### config.mk
export PLATFORM = sky130hd
export DESIGN_NAME = apt_ctrl
export DESIGN_NICKNAME = d
export VERILOG_FILES = /design/src/hdl/apt_pkg.sv /design/src/hdl/apt_match.sv /design/src/hdl/apt_ctrl.sv
export SDC_FILE = /design/constraint.sdc
export NUM_CORES = 1
export LEC_CHECK = 0
export BUFFER_PORTS_ARGS = -buffer_cell sky130_fd_sc_hd__buf_2
export CAP_MARGIN = 20
export CORE_MARGIN = 2
export CORE_UTILIZATION = 35
export DETAILED_ROUTE_END_ITERATION = 10
export GPL_ROUTABILITY_DRIVEN = 0
export SYNTH_ARGS = -nofsm -noshare
export SYNTH_HDL_FRONTEND = slang
export SYNTH_SLANG_ARGS = --single-unit
### constraint.sdc
create_clock -name clk -period 7.2 [get_ports clk]
set_clock_uncertainty 0.1 [all_clocks]
set_input_delay 1.44 -clock clk [delete_from_list [all_inputs] [get_ports clk]]
set_output_delay 1.44 -clock clk [all_outputs]
set_load 0.01 [all_outputs]
### src/hdl/apt_pkg.sv
// Package with shared types, codes and sizes of the address patch table.
package apt_pkg;

    localparam int PATCH_ENTRIES = 256;
    localparam int IDX_W = $clog2(PATCH_ENTRIES);
    localparam int CNT_W = $clog2(PATCH_ENTRIES + 1);
    localparam int ID_W = 8;
    localparam int CMP_W = (CNT_W > ID_W) ? CNT_W : ID_W;
    localparam int ADDR_W = 32;
    localparam int VALUE_W = 64;
    localparam int GEN_W = 32;

    typedef logic [IDX_W-1:0] idx_t;

    typedef enum logic [2:0] {
        REQ_REGISTER    = 3'd0,
        REQ_SET_ENABLE  = 3'd1,
        REQ_QUERY       = 3'd2,
        REQ_LOOKUP_BC   = 3'd3,
        REQ_LOOKUP_WORD = 3'd4
    } req_code_t;

    typedef enum logic [1:0] {
        ST_DONE   = 2'd0,
        ST_FULL   = 2'd1,
        ST_BAD_ID = 2'd2
    } status_t;

    typedef enum logic [1:0] {
        KIND_WORD   = 2'd0,
        KIND_BRANCH = 2'd1,
        KIND_CALL   = 2'd2
    } kind_t;

    typedef enum logic [1:0] {
        S_IDLE,
        S_EXEC,
        S_ENTRY,
        S_SCAN
    } state_t;

    typedef struct packed {
        logic [ADDR_W-1:0]  addr;
        logic [VALUE_W-1:0] value;
        logic               reached;
        logic               enable;
        logic [1:0]         kind;
    } entry_t;

    typedef struct packed {
        logic   rd_en;
        idx_t   rd_addr;
        logic   wr_en;
        idx_t   wr_addr;
        entry_t wr_data;
    } mem_req_t;

    typedef struct packed {
        logic [2:0]         code;
        logic [1:0]         kind;
        logic [ADDR_W-1:0]  addr;
        logic [VALUE_W-1:0] value;
        logic               enable;
        logic [ID_W-1:0]    id;
    } patch_req_t;

    typedef struct packed {
        status_t            status;
        logic               hit;
        logic [VALUE_W-1:0] value;
        logic [ID_W-1:0]    id;
        logic               enabled;
        logic               reached;
    } result_t;

endpackage

### src/hdl/apt_match.sv
// Shared match unit: compare one table entry against the lookup key.
module apt_match
    import apt_pkg::*;
(
    input  entry_t            ent,
    input  logic [ADDR_W-1:0] addr,
    input  logic              word_lookup,
    output logic              match
);

    logic kind_ok;

    always_comb
    begin
        // kind three matches neither class
        if (word_lookup)
        begin
            kind_ok = (ent.kind == KIND_WORD);
        end
        else
        begin
            kind_ok = (ent.kind == KIND_BRANCH) || (ent.kind == KIND_CALL);
        end
        match = ent.enable && kind_ok && (ent.addr == addr);
    end

endmodule

### src/hdl/apt_ctrl.sv
// Request sequencer: decode, entry read-modify-write and the lookup scan.
module apt_ctrl
    import apt_pkg::*;
(
    input  logic       clk,
    input  logic       rst_n,
    input  logic       start,
    input  patch_req_t req_in,
    input  logic       lookups_active,
    input  entry_t     rd_data,
    output mem_req_t   mem_req,
    output logic       busy,
    output logic       done,
    output result_t    res,
    output logic [GEN_W-1:0] generation
);

    state_t           state_reg, state_next;
    patch_req_t       req_reg, req_next;
    result_t          res_reg, res_next;
    logic             done_reg, done_next;
    logic [CNT_W-1:0] count_reg, count_next;
    logic [GEN_W-1:0] gen_reg, gen_next;
    logic [CNT_W-1:0] issue_reg, issue_next;
    logic             chk_valid_reg, chk_valid_next;
    idx_t             chk_idx_reg, chk_idx_next;
    logic             word_lookup;
    logic             match;
    entry_t           upd_entry;

    assign word_lookup = (req_reg.code == REQ_LOOKUP_WORD);

    apt_match u_match (
        .ent         (rd_data),
        .addr        (req_reg.addr),
        .word_lookup (word_lookup),
        .match       (match)
    );

    always_ff @(posedge clk or negedge rst_n)
    begin
        if (!rst_n)
        begin
            state_reg     <= S_IDLE;
            done_reg      <= 1'b0;
            count_reg     <= '0;
            gen_reg       <= GEN_W'(1);
            issue_reg     <= '0;
            chk_valid_reg <= 1'b0;
        end
        else
        begin
            state_reg     <= state_next;
            done_reg      <= done_next;
            count_reg     <= count_next;
            gen_reg       <= gen_next;
            issue_reg     <= issue_next;
            chk_valid_reg <= chk_valid_next;
        end
    end

    always_ff @(posedge clk)
    begin
        req_reg     <= req_next;
        res_reg     <= res_next;
        chk_idx_reg <= chk_idx_next;
    end

    always_comb
    begin
        state_next     = state_reg;
        req_next       = req_reg;
        res_next       = res_reg;
        done_next      = 1'b0;
        count_next     = count_reg;
        gen_next       = gen_reg;
        issue_next     = issue_reg;
        chk_valid_next = 1'b0;
        chk_idx_next   = chk_idx_reg;
        mem_req        = '0;
        upd_entry      = rd_data;

        unique case (state_reg)
            S_IDLE:
            begin
                if (start)
                begin
                    req_next   = req_in;
                    state_next = S_EXEC;
                end
            end

            S_EXEC:
            begin
                res_next = '0;
                unique case (req_code_t'(req_reg.code)) inside
                    REQ_REGISTER:
                    begin
                        if (count_reg == CNT_W'(PATCH_ENTRIES))
                        begin
                            res_next.status = ST_FULL;
                        end
                        else
                        begin
                            mem_req.wr_en           = 1'b1;
                            mem_req.wr_addr         = IDX_W'(count_reg);
                            mem_req.wr_data.addr    = req_reg.addr;
                            mem_req.wr_data.value   = req_reg.value;
                            mem_req.wr_data.reached = 1'b0;
                            mem_req.wr_data.enable  = req_reg.enable;
                            mem_req.wr_data.kind    = req_reg.kind;
                            count_next  = count_reg + CNT_W'(1);
                            gen_next    = gen_reg + GEN_W'(1);
                            res_next.id = ID_W'(count_reg);
                        end
                        done_next  = 1'b1;
                        state_next = S_IDLE;
                    end

                    REQ_SET_ENABLE, REQ_QUERY:
                    begin
                        if (CMP_W'(req_reg.id) < CMP_W'(count_reg))
                        begin
                            mem_req.rd_en   = 1'b1;
                            mem_req.rd_addr = IDX_W'(req_reg.id);
                            state_next      = S_ENTRY;
                        end
                        else
                        begin
                            res_next.status = ST_BAD_ID;
                            done_next       = 1'b1;
                            state_next      = S_IDLE;
                        end
                    end

                    REQ_LOOKUP_BC, REQ_LOOKUP_WORD:
                    begin
                        if (lookups_active && (count_reg != '0))
                        begin
                            issue_next = count_reg;
                            state_next = S_SCAN;
                        end
                        else
                        begin
                            done_next  = 1'b1;
                            state_next = S_IDLE;
                        end
                    end

                    default:
                    begin
                        done_next  = 1'b1;
                        state_next = S_IDLE;
                    end
                endcase
            end

            S_ENTRY:
            begin
                // entry data arrived from the table
                if (req_reg.code == REQ_QUERY)
                begin
                    res_next.enabled = rd_data.enable;
                    res_next.reached = rd_data.reached;
                end
                else if (rd_data.enable != req_reg.enable)
                begin
                    upd_entry.enable = req_reg.enable;
                    mem_req.wr_en    = 1'b1;
                    mem_req.wr_addr  = IDX_W'(req_reg.id);
                    mem_req.wr_data  = upd_entry;
                    gen_next         = gen_reg + GEN_W'(1);
                end
                done_next  = 1'b1;
                state_next = S_IDLE;
            end

            S_SCAN:
            begin
                // issue reads from the highest id down, check one per cycle
                if (chk_valid_reg && match)
                begin
                    upd_entry.reached = 1'b1;
                    mem_req.wr_en     = 1'b1;
                    mem_req.wr_addr   = chk_idx_reg;
                    mem_req.wr_data   = upd_entry;
                    res_next.hit      = 1'b1;
                    res_next.id       = ID_W'(chk_idx_reg);
                    if (word_lookup)
                    begin
                        res_next.value = {32'd0, rd_data.value[31:0]};
                    end
                    else
                    begin
                        res_next.value = rd_data.value;
                    end
                    done_next  = 1'b1;
                    state_next = S_IDLE;
                end
                else if (issue_reg != '0)
                begin
                    mem_req.rd_en   = 1'b1;
                    mem_req.rd_addr = IDX_W'(issue_reg - CNT_W'(1));
                    issue_next      = issue_reg - CNT_W'(1);
                    chk_valid_next  = 1'b1;
                    chk_idx_next    = IDX_W'(issue_reg - CNT_W'(1));
                end
                else
                begin
                    // nothing left to check: miss
                    done_next  = 1'b1;
                    state_next = S_IDLE;
                end
            end

            default:
            begin
                state_next = S_IDLE;
            end
        endcase
    end

    assign busy       = (state_reg != S_IDLE);
    assign done       = done_reg;
    assign res        = res_reg;
    assign generation = gen_reg;

`ifndef NO_ASSERTIONS
    a_count_bound: assert property (@(posedge clk) disable iff (!rst_n)
        count_reg <= CNT_W'(PATCH_ENTRIES))
        else $error("entry count above table size");

    a_done_pulse: assert property (@(posedge clk) disable iff (!rst_n)
        done_reg |=> !done_reg)
        else $error("result strobe held for two cycles");

    a_hit_status: assert property (@(posedge clk) disable iff (!rst_n)
        done_reg && res_reg.hit |-> res_reg.status == ST_DONE)
        else $error("hit reported with error status");

    a_gen_step: assert property (@(posedge clk) disable iff (!rst_n)
        gen_reg != $past(gen_reg) |-> gen_reg == $past(gen_reg) + GEN_W'(1))
        else $error("generation moved by more than one");

    a_scan_idle: assert property (@(posedge clk) disable iff (!rst_n)
        state_reg == S_IDLE |-> !chk_valid_reg)
        else $error("scan check pending while idle");
`endif

endmodule

[Word-level counts from Yosys, hierarchy flattened]
Index checks and enable logic that the tools add are counted.
Operators by class
  $add $sub $neg: 3
  multipliers: 0
  divide/modulo/power cells: 0
  order comparisons: 1
  eq/ne operators: 24
  shift-type cells: 0
  mux-type cells: 48
  bitwise gates (word level): 2
  reductions and logical operators: 23
Operators by type and width (number)
  2-to-1 mux 109 bit: 5
  case mux 109 bit (3 select lines): 1
  case mux 73 bit (2 select lines): 1
  2-to-1 mux 32 bit: 4
  2-to-1 mux 73 bit: 1
  2-to-1 mux 9 bit: 8
  2-to-1 mux 64 bit: 1
  case mux 32 bit (2 select lines): 1
  case mux 9 bit (2 select lines): 2
  adder 32 x 1 -> 32 bit (second input constant): 1
  == test 32 bit: 1
  != test 2 bit (second input constant): 10
  nonzero test 9 bit: 2
  2-to-1 mux 8 bit: 2
  2-to-1 mux 2 bit: 7
  case mux 2 bit (2 select lines): 3
  AND reduction 5 bit: 2
  adder 9 x 1 -> 9 bit (second input constant): 1
  == test 9 bit (second input constant): 1
  less-than comparator 8 x 9 -> 1 bit: 1
  2-to-1 mux 1 bit: 9
  subtractor 9 x 1 -> 9 bit (second input constant): 1
  case mux 2 bit (4 select lines): 1
  AND reduction 2 bit: 4
  other kinds (18): 31
Word-level totals
  register bits after elaboration: 249
  latch bits: 0
  RAM bits: 0
  ROM bits: 0
  input bits: 214
  output and inout bits: 229
  logic and storage cells: 120
  memories: 0

[Depth between registers and ports, before layout]
  depth after elaboration: 8
  mapped depth: 9
  mapped depth without buffers: 8

[Modules after synthesis]
A second synthesis with hierarchy kept.
Unflattened totals
  cell total of the unflattened synthesis: 801
  area, all modules: 10984.3 um2
Modules (own cells, without submodules)
  apt_ctrl: instances 1, cells each 752, area each 10593.9 um2, seq. area each 7208.2 um2
  apt_match: instances 1, cells each 49, area each 390.4 um2, seq. area each 0.0 um2

[Worst setup path before layout]
No wires, ideal clock.
  kind: input-to-reg
  start point: in rd_data[79] (netlist bit)
  end point: reg res_reg (netlist bit res[10]), enable pin
  library setup time: 0.615 ns
  arrival: 7.915 ns
  required time: 6.485 ns
  setup slack: -1.430 ns
  stages on the path: 6
  path buffers: 1
  cell sequence: nor2b_1 a2111o_1 nor4_1 nand3_1 clkbuf_1 a21boi_0
Between the ends
  cells in the longest elaborated chain, start to end: 5
Ends and longest elaborated chain
  start: declaration: RTL line apt_ctrl.sv:10  | input entry_t rd_data,
  == test 32 bit: RTL line apt_match.sv:24  | match = ent.enable && kind_ok && (ent.addr == addr);
  logical AND 1 bit: RTL line apt_match.sv:24
  logical AND 1 bit: RTL line apt_ctrl.sv:181  | if (chk_valid_reg && match)
  != test 2 bit (no source line)
  AND reduction 2 bit (no source line)
  end signal: assignment: RTL line apt_ctrl.sv:65  | res_reg <= res_next;
  end: declaration: RTL line apt_ctrl.sv:20  | result_t res_reg, res_next;
Every way passes these cells.
A chain may end at the register's enable or synchronous reset.

==> summary.txt <==
Routing
  • Number of routed nets with antenna violations: 0
  • DRC violations left: 0
  • Vias per cell: 5.14
  • Total length of routed wires: approximately 36 mm
  • Detailed-route via count: 8757
  • Routed wire per std cell: between 20 and 25 um
  • Detailed Routing Iterations Pass 1: 5
  • Violation count after the first detailed-routing iteration: about 580

Clocking
  • Quantity of gates resized following cts: 0
  • Quantity of hold-fixing buffers added after cts: 0
  • Number of sinks handled by clock tree synthesis: approximately 250
  • Maximum level of the CTS H-tree: 1
  • Buffer depth of the longest clock path: 3
  • Clock tree root driver cell: sky130_fd_sc_hd__clkbuf_16
  • Clock-pin slew of the registers on the worst-case setup and hold paths: about 0.060 ns
  • Clock insertion delay at the later pin of the skew report: between 0.5 and 0.6 ns
  • Total clock buffers created by CTS: 30
  • TritonCTS clock tree: done
  • Setup Fix Bufs, Post-CTS: 0

Yosys
  • Sequential cell area fraction in the yosys report: about two thirds
  • Count of cell types in the netlist: 61
  • Cell type contributing the most total cell area after synthesis: sky130_fd_sc_hd__edfxtp_1
  • Count of state elements after synthesis: about 250
  • Post-Syn Nets: 1056
  • Post-synthesis instance area: ~0.011 mm^2
  • EDFF count, synth: 195
  • Share of the synthesized area in the top cell type: between 50% and 60%
  • Area contributors post-synth: sky130_fd_sc_hd__edfxtp_1 (53%), sky130_fd_sc_hd__dfrtp_1 (12%), sky130_fd_sc_hd__a22o_1 (7.7%)
  • Synth Warn #: 0
  • Fraction of synthesis flops using an asynchronous set or reset pin: 21.7%
  • Cell count after synthesis: 828
  • Mean cell area of the mapped netlist: between 10 and 15 um^2
  • Prevailing post-synth register cell: sky130_fd_sc_hd__edfxtp_1

Layout
  • NumNets Final: 1498
  • Layout-stage area growth over the synthesis result: 33.4%
  • Utilization after layout: between 40% and 50%
  • Number of flip-flops in the largest register: 110
  • Number of inserted filler cells in the final layout: ~2900
  • Most common library cell in the layout ignoring fill and taps: sky130_fd_sc_hd__buf_2
  • Fraction of final layout cells sized beyond drive strength 1: between 40 and 50%
  • Most used cells in the layout excluding fill and tap cells: sky130_fd_sc_hd__buf_2 (442), sky130_fd_sc_hd__edfxtp_1 (195), sky130_fd_sc_hd__a22o_1 (98)

Pwr
  • Internal power: slightly above 0.003 W
  • Part of the power in combinational logic: 20.2%
  • Areal power density over the cells: between 200 and 300 mW/mm^2
  • Maximum VDD drop: around 0.21 mV
  • Clk pwr share: between 30% and 40%
  • Sw frac: a little under a third
  • P_leak: between 6 and 7 nW
  • Reported net switching power: between 0.001 and 0.0015 W
  • Register share of total power: 44.5%

Setup path
  • Top fanout value on the critical path: 33
  • Worst path slowest cell: sky130_fd_sc_hd__buf_4
  • R2R Path Start: req_reg[108]
  • Nature of the critical path endpoint: output pin
  • Category of cells accounting for the largest share of critical-path delay: buffers and inverters
  • WP data arrival: between 3 and 4 ns
  • Data required time at the worst endpoint: 5.66 ns
  • Critical path startpoint category: primary input
  • WP buf/inv: 5
  • Beginning of the critical path: rd_data[0]
  • Worst Path Class, Setup: in -> out
  • Crit-path cells: buf_2 -> inv_1 -> ha_1 -> mux2i_1 -> nor4_1 -> nand3_1 -> buf_4 -> o21ai_4 -> buf_4 -> a22o_1 -> buf_2
  • CP peak stage delay: between 0.4 and 0.5 ns

Timing
  • Setup repair after global routing missed its margin: no
  • Ratio of final minimum period to clock period: 76.1%
  • Transition time at the pin with the least slew margin: 0.895 ns
  • Total negative slack: 0 ns
  • Endpoints failing setup: 0
  • Worst relative slew slack: 40.4%
  • Number of pins with negative max-slew slack in the final report: 0
  • Post-route minimum period: 5.48 ns
  • Achievable Freq: approximately 0.18 GHz
  • Count of final hold-check violations: 0

Die
  • Starting Density: around a third
  • Floorplan die area: 0.0331 mm^2
  • Die span in x: around 180 um
  • Height of the die: between 150 and 200 um
  • Area of the core: 0.0314 mm^2
  • I/O pin count: roughly 440
  • Number of core rows: 65

Global route
  • Maximum number of pins on one net before global-route repair: 65
  • Number of global-route vias before repair: 8791
  • Global-route wire length before repair: roughly 53 mm
  • Remaining Overflow, GRT: 0
  • Number of antenna violations at the first check in global routing: 9
  • Aggregate global-route resource usage: around a fifth

Placement
  • Quantity of I/O buffers inserted on ports: 442
  • Post-detailed-placement half-perimeter wirelength: ~27 mm

Run
  • Max-cap check violation count: 0

Worst hold path
  • Hold Path Origin: generation[31]
  • Class of the most critical hold timing path: reg -> reg

Run status
  • Run status: complete, no violations
cell usage after synthesis, drive strengths merged, types with 5 or more instances:
cell      n
nand3    17
and2     37
xnor2    62
a22oi     7
a21oi    15
or4       5
nand4    17
dfrtp    53
xor2     12
nand2b    6
nand2    57
o21ai    21
nor2     28
clkbuf   24
inv      30
a22o     98
nor4      5
ha       14
and3     40
nor3     10
edfxtp  195
buf      20
path summary, 6_finish.rpt:
path | slack, ns | endpoint | cells past startpoint
worst max-delay path | 1.72 | mem_req[37] | 11
worst min-delay path | 0.38 | generation[31] | 1
worst max register to register | 3.42 | res[35] | 7
worst min register to register | 0.38 | generation[31] | 1
max in group asynchronous | 5.61 | issue_reg[0] | 2
min in group asynchronous | 0.93 | generation[13] | 2
logic make-up (layout without fill, tap and decap cells):
group / Yosys count / count (layout) / synth area share, %
flops: 249 / 249 / 65.1
other cells: 0 / 7 / 0
fa+ha+maj: 14 / 14 / 1.58
buf+inv: 74 / 540 / 2.90
compound gates: 170 / 170 / 12.3
mux: 5 / 5 / 0.486
simple gates: 242 / 242 / 11.8
xor+xnor: 74 / 74 / 5.85
power by group through the flow:
stage	logic (W)	registers [W]	clock network, W
floorplan	0.000438	0.00205	0
global placement	0.000900	0.00200	0
detailed placement	0.000906	0.00200	0
CTS	0.000909	0.00197	0.00160
global route	0.000974	0.00199	0.00166
finish	0.000896	0.00197	0.00156
per-layer routing:
metal	wire, um	global-route usage [%]
met4	1440	7.77
met2	17000	35.0
met1	14300	26.1
met3	3150	5.38
met5	11	0
worst register-to-register path, cell delays in order, from the launching register on:
cell	delay (ns)
sky130_fd_sc_hd__edfxtp_1	0.56
sky130_fd_sc_hd__nor3b_4	0.46
sky130_fd_sc_hd__mux2i_1	0.35
sky130_fd_sc_hd__nor4_1	0.40
sky130_fd_sc_hd__nand3_1	0.12
sky130_fd_sc_hd__buf_4	0.23
sky130_fd_sc_hd__a21boi_4	0.38
sky130_fd_sc_hd__buf_4	0.71
area by class of cell:
class                           count  area [um^2]  share of cell area [%]
Antenna cell                        7         17.5                   0.119
Clock buffer                       30          751                    5.08
Clock inverter                     26          282                    1.90
Inverter                           30          113                   0.762
Multi-Input combinational cell    505         3580                    24.3
Sequential cell                   249         7210                    48.8
Tap cell                          402          503                    3.40
Timing Repair Buffer              454         2320                    15.7
per-stage QoR:
stage | cells | power, W | setup slack (ns) | hold slack [ns] | instance area [um^2]
after floorplan | 828 | 0.00248 | 0.492 | 0.381 | 11100
after global placement | 1639 | 0.00290 | 1.86 | 0.360 | 13700
after detailed placement | 1639 | 0.00290 | 1.75 | 0.365 | 13700
after CTS | 1695 | 0.00448 | 1.73 | 0.376 | 14700
after global routing | 1700 | 0.00463 | 1.57 | 0.401 | 14800
final | 1703 | 0.00443 | 1.72 | 0.377 | 14800
Note: power is estimated with default switching activity, not from simulation.
